$ cat config.mk
export PLATFORM = sky130hd
export DESIGN_NAME = float32_to_fixed_point_flat
export DESIGN_NICKNAME = d
export VERILOG_FILES = /design/src/sv/f2fx_pkg.sv /design/src/sv/f2fx_stream_if.sv /design/src/sv/f2fx_decode.sv /design/src/sv/f2fx_shift.sv /design/src/sv/float32_to_fixed_point.sv /design/src/flat_wrapper.sv
export SDC_FILE = /design/constraint.sdc
export NUM_CORES = 1
export LEC_CHECK = 0
export ABC_AREA = 1
export BUFFER_PORTS_ARGS = -buffer_cell sky130_fd_sc_hd__buf_2
export CELL_PAD_IN_SITES_DETAIL_PLACEMENT = 0
export CELL_PAD_IN_SITES_GLOBAL_PLACEMENT = 1
export CORE_MARGIN = 2
export CORE_UTILIZATION = 35
export DETAILED_ROUTE_END_ITERATION = 8
export PLACE_DENSITY_LB_ADDON = 0.05
export SYNTH_ARGS = -nofsm -noshare
export SYNTH_HDL_FRONTEND = slang
export SYNTH_SLANG_ARGS = --single-unit
$ cat constraint.sdc
create_clock -name clk -period 5 [get_ports clk]
set_input_delay 1 -clock clk [delete_from_list [all_inputs] [get_ports clk]]
set_output_delay 1 -clock clk [all_outputs]
set_load 0.1 [all_outputs]
$ cat src/sv/f2fx_pkg.sv
// shared types and constants for the float to fixed point converter
package f2fx_pkg;

    localparam logic [7:0]  ExpMax    = 8'd255;
    localparam logic [7:0]  ExpBias   = 8'd127;

    typedef enum logic [1:0] {
        ST_NORMAL   = 2'd0,
        ST_INF      = 2'd1,
        ST_NAN      = 2'd2,
        ST_OVERFLOW = 2'd3
    } status_t;

    typedef enum logic {
        CFG_TOTAL_WIDTH   = 1'b0,
        CFG_FRACTION_BITS = 1'b1
    } cfg_index_t;

    // classification result passed from the decode stage to the shift stage
    typedef struct packed {
        logic        neg;
        logic [5:0]  win_shift;   // right shift of sig<<32 window, see shift stage
        logic [23:0] sig;
        logic        done;        // value already settled by a special case
        logic [31:0] fixed_value;
        status_t     status;
    } dec_t;

    typedef struct packed {
        logic        neg;
        logic        done;
        logic [31:0] mag;
        logic [31:0] fixed_value;
        status_t     status;
    } shf_t;

endpackage

$ cat src/sv/f2fx_stream_if.sv
// valid/ready channel interfaces for input and result items
interface f2fx_in_if;
    logic        valid;
    logic        ready;
    logic [31:0] float_bits;
    modport source (output valid, output float_bits, input ready);
    modport sink   (input valid, input float_bits, output ready);
endinterface

interface f2fx_out_if;
    logic        valid;
    logic        ready;
    logic [31:0] fixed_value;
    logic [1:0]  status;
    modport source (output valid, output fixed_value, output status, input ready);
    modport sink   (input valid, input fixed_value, input status, output ready);
endinterface

$ cat src/sv/f2fx_decode.sv
// stage 1 logic: field split, special cases, shift amount
module f2fx_decode
    import f2fx_pkg::*;
(
    input  logic [31:0] float_bits,
    input  logic [5:0]  total_width,
    input  logic [4:0]  fraction_bits,
    output dec_t        dec
);
    logic [5:0]  w;
    logic [7:0]  e;
    logic [22:0] m;
    logic [5:0]  int_bits;
    logic [9:0]  k;       // e - 150 + p, signed
    logic [31:0] top;

    always_comb
    begin
        w        = (total_width > 6'd32) ? 6'd32 : total_width;
        e        = float_bits[30:23];
        m        = float_bits[22:0];
        int_bits = (e < ExpBias) ? 6'd0 : 6'((e - 8'd126) > 8'd63 ? 8'd63 : (e - 8'd126));
        k        = 10'({2'b00, e}) - 10'd150 + 10'({5'd0, fraction_bits});
        top      = 32'hFFFF_FFFF >> (6'd33 - w);
        dec.neg  = float_bits[31];
        dec.sig  = {1'b1, m};
        // mag = (sig << 32 >> (32 - k)) low 32 bits; k in [-149,8] when in range
        // below -31 the shift would not fit, and the window is empty anyway
        if ($signed(k) < -10'sd31)
            dec.win_shift = 6'd63;
        else
            dec.win_shift = 6'(10'd32 - k);
        dec.done        = 1'b1;
        dec.fixed_value = '0;
        dec.status      = ST_NORMAL;
        if ({1'b0, fraction_bits} >= w)
        begin
            dec.fixed_value = '1;
            dec.status      = ST_OVERFLOW;
        end
        else if (e == 8'd0)
        begin
            dec.fixed_value = '0;
        end
        else if (e == ExpMax)
        begin
            if (m != '0)
                dec.status = ST_NAN;
            else
            begin
                dec.status      = ST_INF;
                dec.fixed_value = float_bits[31] ? ~top : top;
            end
        end
        else if (int_bits > (w - {1'b0, fraction_bits}))
        begin
            dec.fixed_value = '1;
            dec.status      = ST_OVERFLOW;
        end
        else
            dec.done = 1'b0;
    end
endmodule

$ cat src/sv/f2fx_shift.sv
// stage 2 logic: barrel shift of the significand into place
module f2fx_shift
    import f2fx_pkg::*;
(
    input  dec_t dec,
    output shf_t shf
);
    logic [55:0] win;
    always_comb
    begin
        win             = {dec.sig, 32'd0} >> dec.win_shift;
        shf.neg         = dec.neg;
        shf.done        = dec.done;
        shf.mag         = win[31:0];
        shf.fixed_value = dec.fixed_value;
        shf.status      = dec.status;
    end
endmodule

$ cat src/sv/float32_to_fixed_point.sv
// top level: three stage float32 to fixed point converter
//  channel   dir  handshake     payload
//  in_ch     in   valid/ready   float_bits[31:0]
//  out_ch    out  valid/ready   fixed_value[31:0], status[1:0]
//  cfg       in   cfg_we        cfg_index, cfg_wdata[5:0]
// one item per cycle sustained while out_ch.ready stays high; each item passes dec_reg, shf_reg, val_reg
// stages: decode and classify, barrel shift, negate into output register
// stall freezes every stage whose successor is full and frozen; nothing lost or repeated
// reset clears valid bits and sets width 32, fraction bits 16
module float32_to_fixed_point
    import f2fx_pkg::*;
(
    input  logic       clk,
    input  logic       rst_n,
    input  logic       cfg_we,
    input  logic       cfg_index,
    input  logic [5:0] cfg_wdata,
    f2fx_in_if.sink    in_ch,
    f2fx_out_if.source out_ch
);
    logic [5:0] width_reg;
    logic [4:0] frac_reg;
    logic       v1_reg, v2_reg, v3_reg;
    dec_t       dec_next, dec_reg;
    shf_t       shf_next, shf_reg;
    logic [31:0] val_reg, val_next;
    status_t    st_reg;
    logic       adv1, adv2, adv3;

    always_ff @(posedge clk or negedge rst_n)
    begin
        if (!rst_n)
        begin
            width_reg <= 6'd32;
            frac_reg  <= 5'd16;
        end
        else if (cfg_we)
        begin
            unique case (cfg_index_t'(cfg_index))
                CFG_TOTAL_WIDTH:   width_reg <= cfg_wdata;
                CFG_FRACTION_BITS: frac_reg  <= cfg_wdata[4:0];
                default:           width_reg <= width_reg;
            endcase
        end
    end

    assign adv3         = !v3_reg || out_ch.ready;
    assign adv2         = !v2_reg || adv3;
    assign adv1         = !v1_reg || adv2;
    assign in_ch.ready  = adv1;

    f2fx_decode u_dec (
        .float_bits    (in_ch.float_bits),
        .total_width   (width_reg),
        .fraction_bits (frac_reg),
        .dec           (dec_next)
    );

    f2fx_shift u_shf (
        .dec (dec_reg),
        .shf (shf_next)
    );

    always_comb
    begin
        if (shf_reg.done)
            val_next = shf_reg.fixed_value;
        else if (shf_reg.neg)
            val_next = 32'd0 - shf_reg.mag;
        else
            val_next = shf_reg.mag;
    end

    always_ff @(posedge clk or negedge rst_n)
    begin
        if (!rst_n)
        begin
            v1_reg <= 1'b0;
            v2_reg <= 1'b0;
            v3_reg <= 1'b0;
        end
        else
        begin
            if (adv1) v1_reg <= in_ch.valid;
            if (adv2) v2_reg <= v1_reg;
            if (adv3) v3_reg <= v2_reg;
        end
    end

    always_ff @(posedge clk)
    begin
        if (adv1) dec_reg <= dec_next;
        if (adv2) shf_reg <= shf_next;
        if (adv3)
        begin
            val_reg <= val_next;
            st_reg  <= shf_reg.status;
        end
    end

    assign out_ch.valid       = v3_reg;
    assign out_ch.fixed_value = val_reg;
    assign out_ch.status      = st_reg;

`ifndef NO_ASSERTIONS
    // a stalled result keeps its payload
    a_hold: assert property (@(posedge clk) disable iff (!rst_n)
        out_ch.valid && !out_ch.ready |=> out_ch.valid && $stable(out_ch.fixed_value))
        else $error("result changed under stall");
    // overflow status always comes with all ones
    a_ovf: assert property (@(posedge clk) disable iff (!rst_n)
        out_ch.valid && out_ch.status == ST_OVERFLOW |-> out_ch.fixed_value == '1)
        else $error("overflow without all ones");
    // nan gives zero
    a_nan: assert property (@(posedge clk) disable iff (!rst_n)
        out_ch.valid && out_ch.status == ST_NAN |-> out_ch.fixed_value == '0)
        else $error("nan not zero");
`endif
endmodule

$ cat src/flat_wrapper.sv
// flat-port wrapper written by rule: the top's interface ports become plain ports
module float32_to_fixed_point_flat import f2fx_pkg::*;
  (clk, rst_n, cfg_we, cfg_index, cfg_wdata, in_ch_valid, in_ch_float_bits, in_ch_ready, out_ch_valid, out_ch_fixed_value, out_ch_status, out_ch_ready);
  f2fx_in_if in_ch_i ();
  f2fx_out_if out_ch_i ();
  input  logic clk;
  input  logic rst_n;
  input  logic cfg_we;
  input  logic cfg_index;
  input  logic [5:0] cfg_wdata;
  input wire logic [$bits(in_ch_i.valid)-1:0] in_ch_valid;
  input wire logic [$bits(in_ch_i.float_bits)-1:0] in_ch_float_bits;
  output wire logic [$bits(in_ch_i.ready)-1:0] in_ch_ready;
  output wire logic [$bits(out_ch_i.valid)-1:0] out_ch_valid;
  output wire logic [$bits(out_ch_i.fixed_value)-1:0] out_ch_fixed_value;
  output wire logic [$bits(out_ch_i.status)-1:0] out_ch_status;
  input wire logic [$bits(out_ch_i.ready)-1:0] out_ch_ready;
  assign in_ch_i.valid = in_ch_valid;
  assign in_ch_i.float_bits = in_ch_float_bits;
  assign in_ch_ready = in_ch_i.ready;
  assign out_ch_valid = out_ch_i.valid;
  assign out_ch_fixed_value = out_ch_i.fixed_value;
  assign out_ch_status = out_ch_i.status;
  assign out_ch_i.ready = out_ch_ready;
  float32_to_fixed_point u_core (.clk(clk), .rst_n(rst_n), .cfg_we(cfg_we), .cfg_index(cfg_index), .cfg_wdata(cfg_wdata), .in_ch(in_ch_i), .out_ch(out_ch_i));
endmodule
# Word level (Yosys, flattened, before mapping)
# Cells that the tools add are included.
# totals
register_bits	181
inputBits	44
output_inout_bits	36
wordCells	60
# classes
addsub	7
magnitude_cmp	6
eq_ne	1
shifts	2
muxes	13
bitwise	2
reduce_logical	11
# op_table
cell	count
2-to-1 mux 32 bit	5
2-to-1 mux 34 bit	2
>> shifter 56 x 6 -> 32 bit	1
inverter 32 bit	1
>> shifter 32 x 6 -> 32 bit, first input constant	1
subtractor 1 x 32 -> 32 bit, first input constant	1
nonzero test 23 bit	1
2-to-1 mux 6 bit	3
subtractor 6 bit, first input constant	2
adder 9 x 6 -> 10 bit	1
< comparator 10 x 6 -> 1 bit, second input constant	1
subtractor 8 x 8 -> 9 bit, second input constant	1
equality test 8 bit, second input constant	1
greater-than comparator 8 x 6 -> 1 bit, second input constant	1
zero test 8 bit	1
< comparator 8 x 7 -> 1 bit, second input constant	1
subtractor 8 x 7 -> 8 bit, second input constant	1
>= comparator 5 x 6 -> 1 bit	1
greater-than comparator 6 bit	1
greater-than comparator 6 bit, second input constant	1
subtractor 6 x 5 -> 6 bit	1
2-to-1 mux 2 bit	2
AND reduction 2 bit	2
zero test 1 bit	3
other kinds (4)	6

# Longest topological paths before layout
# Gate-level depths: netlist of the first run.
# logic_depth
word_depth	9
depth_mapped	20
depth_no_buf	19

# Hierarchy
# Synthesis of the first run repeated with hierarchy kept, for this count alone.
# unflattened
hier_cells	1454
area_unflattened_um2	11791.3
# by_module_without_submodules
module	instances	cells_per_inst	area_per_inst_um2	seq_area_each_um2
float32_to_fixed_point	1	517	6927.9	5397.7
f2fx_decode	1	514	2695.1	0.0
f2fx_shift	1	423	2168.3	0.0

# Worst setup path before layout of the first run
# OpenSTA, ideal clock, no wires.
# synth_path
kind	input to output
start	input port out_ch_ready
end	output port in_ch_ready
arrival_time_ns	3.994
required_time_ns	4.000
slack_ns	0.006
stages	4
n_path_buf	0
path_cell_list	inv_1 -> nand2_1 -> nor2_1 -> nand2_1
# synth_between
elab_chain_cells	3
# synth_lines
element	line	source
from (decl)	flat_wrapper.sv:17	input wire logic [$bits(out_ch_i.ready)-1:0] out_ch_ready;
logical OR 1 bit	float32_to_fixed_point.sv:47	assign adv3 = !v3_reg || out_ch.ready;
via u_core.adv3	float32_to_fixed_point.sv:28	logic adv1, adv2, adv3;
logical OR 1 bit	float32_to_fixed_point.sv:48	assign adv2 = !v2_reg || adv3;
logical OR 1 bit	float32_to_fixed_point.sv:49	assign adv1 = !v1_reg || adv2;
to (decl)	flat_wrapper.sv:13	output wire logic [$bits(in_ch_i.ready)-1:0] in_ch_ready;
# The timed path passes the listed nets, and every way through them passes these cells.

# Worst setup path in the final report of the first run
# layout_path
start	register u_core.width_reg[5]
end	register u_core.dec_reg[18] (netlist name), data pin
# layout_between
elab_chain_cells	9
elab_cells_between_ends	13
cone_classes	add/sub (2); order compare (3); shift (1); mux (6); bitwise (1)
# layout_lines
element	line	source
from (decl)	float32_to_fixed_point.sv:21	logic [5:0] width_reg;
from (signal assigned)	float32_to_fixed_point.sv:40	CFG_TOTAL_WIDTH: width_reg <= cfg_wdata;
from (signal assigned)	float32_to_fixed_point.sv:42	default: width_reg <= width_reg;
greater-than comparator 6 bit	f2fx_decode.sv:19	w = (total_width > 6'd32) ? 6'd32 : total_width;
2-to-1 mux 6 bit (*)	f2fx_decode.sv:19	
subtractor 6 bit	f2fx_decode.sv:24	top = 32'hFFFF_FFFF >> (6'd33 - w);
>> shifter 32 x 6 -> 32 bit	f2fx_decode.sv:24	
inverter 32 bit	f2fx_decode.sv:52	dec.fixed_value = float_bits[31] ? ~top : top;
2-to-1 mux 32 bit	f2fx_decode.sv:52	
2-to-1 mux 32 bit	f2fx_decode.sv:47	if (m != '0)
2-to-1 mux 34 bit	f2fx_decode.sv:45	else if (e == ExpMax)
2-to-1 mux 32 bit	f2fx_decode.sv:41	else if (e == 8'd0)
to (signal assigned)	float32_to_fixed_point.sv:92	if (adv1) dec_reg <= dec_next;
to (decl)	float32_to_fixed_point.sv:24	dec_t dec_next, dec_reg;
# Mark *: on every way between the ends. The rest lies on a longest branch, timed or not.
# A chain may end at the register's enable or synchronous reset.

==> flow_metrics.tcl, run 1 <==
set metrics [dict create \
    grt_overflow_total 0 \
    start_kind "flip-flop" \
    path_max_fanout 10 \
    final_antenna_net_count 0 \
    final.setup_skew_ps 15.6 \
    drive_gt1_frac 0.106 \
    min-delay-path-class "reg2reg" \
    path_clk_slew_ps 90 \
    numPortBuffers 79 \
    p_comb_frac 0.440 \
    path_cells "inv_2 -> nand2_2 -> inv_1 -> ha_1 -> nand2_1 -> o21ai_0 -> nand2_1 -> nand2_1 -> a21oi_1 -> xor2_1 -> ha_1 -> nand2_1 -> nor2_1 -> o21ai_0 -> nand3_1 -> nand3_1 -> nand2_1 -> inv_1 -> a21oi_1" \
    finalSetupViolCount 0 \
    dp_cells 1873 \
    core_mm2 0.0315 \
    avgSynthCellArea_um2 7.76 \
    cp_common_cell "nand2_1" \
    syn_to_final_growth_pct 12.4 \
    numCtsBuffers 17 \
    largest_register_ffs 68 \
    hold_viol 0 \
    htree_levels 4 \
    ys_seq_area_frac 0.481 \
    layout_common_cells "nand2_1, nand3_1, edfxtp_1" \
    syn-cell-area_mm2 0.0112 \
    clockPowerShare 0.196 \
    hold_buffers 0 \
    ir_drop_mv 0.263 \
    syn_inst 1437 \
    cts_max_path_buffers 2 \
    io_pins 80 \
    cts_tree "done" \
    tightest_slew_ps 1060 \
    drv_cap 0 \
    slew_headroom 0.293 \
    drt-total-wl_um 33300 \
    slowest_stage "dfstp_2" \
    grt_usage 0.208 \
    critPathArrivalTime_ps 4110 \
    cts_root_buf "clkbuf_16" \
    critPathMaxStageDelay_ps 590 \
    fp-row-count 65 \
    grt_start_max_net_pins 67 \
    insertion_delay_ps 450 \
    sw_frac_of_total 0.476 \
    ys_ff_latch 181 \
    dp_hpwl_um 25000 \
    ctsResizeCount 0 \
    rsz0062_at_grt "no" \
    power_density_mw_per_mm2 585 \
    tns_ps 0 \
    dieArea_mm2 0.0333 \
    synth_cell_types 45 \
    yosysWarnings 0 \
    crit_type "reg2reg" \
    diodes 0 \
    synth.net_count 1506 \
    p_leak_nw 5.67 \
    antenna_found_initial 0 \
    post_cts_buffers 0 \
    start_util 0.354 \
    critPathRequiredTime_ps 5290 \
    critPathCaptureType "flip-flop" \
    vias 9439 \
    status "complete, no violations" \
    grt_first_pass_wirelength_um 53000 \
    fmax_mhz 262 \
    cts.sinks 181 \
    post_drt_wl_per_cell_um 17.5 \
    firstDrtPassIters 5 \
    fin_nets 1559 \
    maxSlewViolCount 0 \
    grt_pass1_vias 9138 \
    p_int_w 0.00385 \
    die_w_um 183 \
    fillers 3304 \
    p_sw_w 0.00349 \
    seq_power_share 0.364 \
    fin_cells 1905 \
    finalCriticalPeriod_ps 3820 \
    regToRegSetupSlack_ps 1180 \
    period_share 0.763 \
    die_y_um 183 \
    viasPerCell 4.95 \
    gp_congestion 0.853 \
    drt_iter0_drc 666 \
    drc 0 \
    final_common_cell "nand2_1" \
]
[power groups by stage]
stage | Clock [W] | Combinational [W] | Sequential, W
CTS | 0.00148 | 0.00324 | 0.00268
detailed placement | 0 | 0.00323 | 0.00271
global route | 0.00154 | 0.00359 | 0.00273
floorplan | 0 | 0.00170 | 0.00337
global placement | 0 | 0.00322 | 0.00271
finish | 0.00144 | 0.00323 | 0.00267
[kinds of logic after synthesis]
kind of cell,synth area share
buffers and inverters,0.0627
XOR/XNOR,0.0149
AO/OA/AOI/OAI,0.0706
flip-flops,0.481
AND/OR/NAND/NOR,0.341
adder cells (fa/ha/maj),0.0294
[cell usage after synthesis (all sizes together)]
cell type | instances | area share
or2 | 9 | 0.0050
a31oi | 2 | 0.0011
buf | 31 | 0.015
o221ai | 1 | 0.00079
xor2 | 13 | 0.010
o31ai | 3 | 0.0020
nor3 | 10 | 0.0045
o211ai | 9 | 0.0061
nor4 | 1 | 0.00056
ha | 23 | 0.026
clkinv | 1 | 0.00034
nand4 | 14 | 0.0092
nand3 | 185 | 0.084
dfrtp | 12 | 0.027
clkbuf | 30 | 0.010
nand3b | 5 | 0.0034
a21oi | 51 | 0.023
o22ai | 1 | 0.0011
xnor2 | 6 | 0.0047
fa | 2 | 0.0036
dfstp | 2 | 0.0047
o21a | 2 | 0.0013
and2 | 17 | 0.0095
nand2 | 518 | 0.18
a31o | 1 | 0.00079
o21bai | 3 | 0.0020
o21ai | 70 | 0.032
edfxtp | 167 | 0.45
inv | 111 | 0.037
a21o | 1 | 0.00067
nor2 | 136 | 0.048
[metal layers]
metal / wire, um / track usage / vias to the layer above
met4: 412 / 0.0500 / 0
met2: 15300 / 0.331 / 162
met3: 1010 / 0.0289 / 20
met5: 0 / 0 / -
met1: 16500 / 0.301 / 4378
li1: - / - / 4879
[through the flow]
step | worst slack (ps) | total power (W) | hold slack (ps) | util | cell area [um2]
finish | 1180 | 0.00734 | 418 | 0.398 | 12500
global route | 840 | 0.00786 | 423 | 0.398 | 12500
CTS | 1140 | 0.00740 | 420 | 0.398 | 12500
detailed placement | 854 | 0.00594 | 405 | 0.378 | 11900
global placement | 985 | 0.00593 | 401 | 0.378 | 11900
floorplan | 5.97 | 0.00507 | 400 | - | 11200
[cell type report]
class,count,area (um2),share of cell area
Timing Repair Buffer,95,515,0.0411
Tap cell,402,503,0.0401
Inverter,112,420,0.0335
Clock inverter,15,211,0.0169
Sequential cell,181,5370,0.428
Clock buffer,17,425,0.0339
Multi-Input combinational cell,1083,5090,0.406
[worst paths after layout]
check | from | end | cells after the start
max in group asynchronous | rst_n | u_core.frac_reg[4] | 1
min in group asynchronous | rst_n | u_core.width_reg[4] | 1
max reg2reg | u_core.width_reg[5] | u_core.dec_reg[18] | 19
min reg2reg | u_core.dec_reg[7] | u_core.shf_reg[7] | 0
min | u_core.dec_reg[7] | u_core.shf_reg[7] | 0
max | u_core.width_reg[5] | u_core.dec_reg[18] | 19
[worst max-delay path: cells and delay by family, from the launching register on]
| kind | cells | cell delay [ps] |
|---|---|---|
| adders and majority gates | 2 | 640 |
| xor gates and xnor gates | 1 | 160 |
| buffers and inverters | 3 | 310 |
| and+or+nand+nor | 9 | 1340 |
| AOI/OAI and AO/OA | 4 | 610 |
| DFF | 1 | 590 |
Power figures use the tool's default switching activity.
==> run 2: changes to the inputs <==
--- a/config.mk
+++ b/config.mk
@@ -5,7 +5,7 @@
 export SDC_FILE = /design/constraint.sdc
 export NUM_CORES = 1
 export LEC_CHECK = 0
-export ABC_AREA = 1
+export ABC_AREA = 0
 export BUFFER_PORTS_ARGS = -buffer_cell sky130_fd_sc_hd__buf_2
 export CELL_PAD_IN_SITES_DETAIL_PLACEMENT = 0
 export CELL_PAD_IN_SITES_GLOBAL_PLACEMENT = 1
==> constraint.sdc (replaced) <==
create_clock -name clk -period 3.2 [get_ports clk]
set_input_delay 0.64 -clock clk [delete_from_list [all_inputs] [get_ports clk]]
set_output_delay 0.64 -clock clk [all_outputs]
set_load 0.1 [all_outputs]
==> run 2 against run 1 <==
Hold slack got worse by 300 ps. Sequential power rose by 60%. Critical path depth fell by 2. Via count fell by 24%. Cell count fell by 26%. Die area fell by 8.9%. Global-route usage fell by 2.8 points. Worst setup slack got worse by 1100 ps. Non-clock buffer count rose by 52. Critical endpoint is now u_core.dec_reg[31]. Sequential share of layout area rose by 0.66 points.
==> flow_metrics.tcl, run 2 <==
set metrics [dict create \
    synth_edf_count 167 \
    synthArstFlopShare 0.0773 \
    insertion_delay_ps 430 \
    netlist_top_cells_area "edfxtp_1, nand2_1, o21ai_0" \
    grt_overflow_total 0 \
    cts_root_buf "clkbuf_16" \
    drt-total-wl_um 26600 \
    min-delay-path-class "in2async" \
    syn-cell-area_mm2 0.0101 \
    fmax_mhz 316 \
    drive_gt1_frac 0.284 \
    crit_type "reg2reg" \
    cts.sinks 181 \
    critPathArrivalTime_ps 3330 \
    period_share 0.988 \
    syn_inst 900 \
    path_clk_slew_ps 90 \
    drc 0 \
    grt_usage 0.180 \
    firstDrtPassIters 4 \
    ys_seq_area_frac 0.529 \
    grt_start_max_net_pins 67 \
    rsz0062_at_grt "yes" \
    io_pins 80 \
    layout_common_cells "edfxtp_1, nand2_1, buf_2" \
    synth.net_count 969 \
    p_leak_nw 4.69 \
    dp_cells 1369 \
    design_area_mm2 0.0124 \
    avgSynthCellArea_um2 11.3 \
    numPortBuffers 79 \
    setup_ws_ps 39.8 \
    gp_congestion 0.815 \
    finalCriticalPeriod_ps 3160 \
    final_antenna_net_count 0 \
    maxSlewViolCount 0 \
    ys_ff_latch 181 \
    hold-worst-slack_ps 118 \
    vias 7211 \
    finalSetupViolCount 0 \
    dieArea_mm2 0.0303 \
    antenna_found_initial 0 \
    path_max_fanout 8 \
    tns_ps 0 \
    post_drt_wl_per_cell_um 18.8 \
    diodes 0 \
    final.setup_skew_ps 13.5 \
    synth_common_cells "edfxtp_1, nand2_1, o21ai_0, a21oi_1, nor2_1" \
    power_density_mw_per_mm2 961 \
    start_kind "flip-flop" \
    hold_viol 0 \
    synth_top_cell_area_share 0.495 \
    slew_headroom 0.315 \
    die_y_um 174 \
    synth_cell_types 78 \
    htree_levels 4 \
    grt_first_pass_wirelength_um 42300 \
    yosysTopAreaCell "edfxtp_1" \
    ys.flop_type "edfxtp_1" \
    fin_cells 1411 \
    syn_to_final_growth_pct 21.8 \
    status "complete, no violations" \
    cts_max_path_buffers 2 \
    fin_nets 1083 \
    start_util 0.354 \
    die_w_um 174 \
    largest_register_ffs 68 \
    hold_buffers 0 \
    yosysMostFrequentCell "edfxtp_1" \
    numCtsBuffers 17 \
    viasPerCell 5.11 \
    tightest_slew_ps 1030 \
    drt_iter0_drc 496 \
    ir_drop_mv 0.432 \
    cts_tree "done" \
    dp_hpwl_um 19700 \
    pre_cts_ws_ps -156 \
    grt_pass1_vias 7113 \
    core_mm2 0.0286 \
    place_area_mm2 0.0113 \
    final_common_cell "edfxtp_1" \
    critPathCaptureType "flip-flop" \
    yosysWarnings 0 \
    fp-row-count 62 \
    drv_cap 0 \
    critPathRequiredTime_ps 3370 \
]
==> run 2: cell count changes after synthesis, moves of 21 or more <==
cell,before,now
nand2_1,514,114
nand3_1,182,6
xor2_1,13,34
inv_1,107,25
mux2i_1,0,31
mux2_2,0,22
o22ai_1,0,21
nor2_1,132,42
==> run 2: metrics by stage <==
step                      total power, W   util
after floorplan                  0.00799      -
after global placement           0.00938  0.396
after detailed placement         0.00937  0.396
after CTS                         0.0119  0.428
after global routing              0.0126  0.431
final                             0.0119  0.431
==> run 2: cells by family after synthesis <==
kind of cell / Yosys count / share of synthesized area
flip-flops: 181 / 0.529
buffers and inverters: 79 / 0.0308
AND/OR/NAND/NOR: 262 / 0.130
adder cells (fa/ha/maj): 25 / 0.0323
multiplexers: 70 / 0.0928
XOR/XNOR: 53 / 0.0458
AO/OA/AOI/OAI: 230 / 0.139
==> run 2: cell type report <==
type | count | area, um2
multi-input cells | 640 | 4720
clock inverters | 15 | 198
flip-flops and latches | 181 | 5370
fillers | 2718 | 16300
well taps | 384 | 480
repair buffers | 147 | 1050
inverters | 27 | 106
clock buffers | 17 | 425
==> run 2: power breakdown <==
part / switching, W / leakage, nW / internal [W]
Clock: 0.00109 / 0.297 / 0.00107
Combinational: 0.00363 / 2.55 / 0.00180
Sequential: 0.000499 / 1.84 / 0.00378
==> run 2: path summary, 6_finish.rpt <==
kind / from / endpoint / slack [ps] / depth (start not counted)
min in group clk: in_ch_valid / u_core.v1_reg / 400 / 2
max reg2reg: u_core.width_reg[5] / u_core.dec_reg[31] / 40 / 17
max: u_core.width_reg[5] / u_core.dec_reg[31] / 40 / 17
min reg2reg: u_core.dec_reg[25] / u_core.shf_reg[25] / 410 / 0
min: rst_n / u_core.frac_reg[3] / 120 / 1
max in group asynchronous: rst_n / u_core.frac_reg[4] / 2780 / 1
==> run 2: repair_timing <==
item,4_1_cts,5_1_grt
endpoints found under the setup margin,32,33
hold endpoints to repair,0,0
buffers inserted,7,1
resized for setup,36,24
pin swaps,14,11
cloned,3,0
==> run 2: worst max-delay path, cell delays in order (launching register included) <==
cell      delay [ps]
dfstp_2          610
nor2b_4           70
ha_4             210
nor2b_1          130
o21ai_2          110
nand2b_1          80
a21o_1           190
a21oi_2          140
xnor2_1          130
ha_1             260
and4_4           160
a21oi_2          120
a32oi_2           80
a22oi_2          140
buf_6            150
buf_12           120
buf_16           130
a21oi_1           60
==> run 2: metal layers <==
| metal | GRT usage | vias to the layer above | part of all wire |
|---|---|---|---|
| met5 | 0 | - | 0 |
| met4 | 0.0448 | 0 | 0.014 |
| met3 | 0.0269 | 18 | 0.032 |
| met2 | 0.279 | 147 | 0.45 |
| met1 | 0.265 | 3440 | 0.50 |
| li1 | - | 3606 | - |
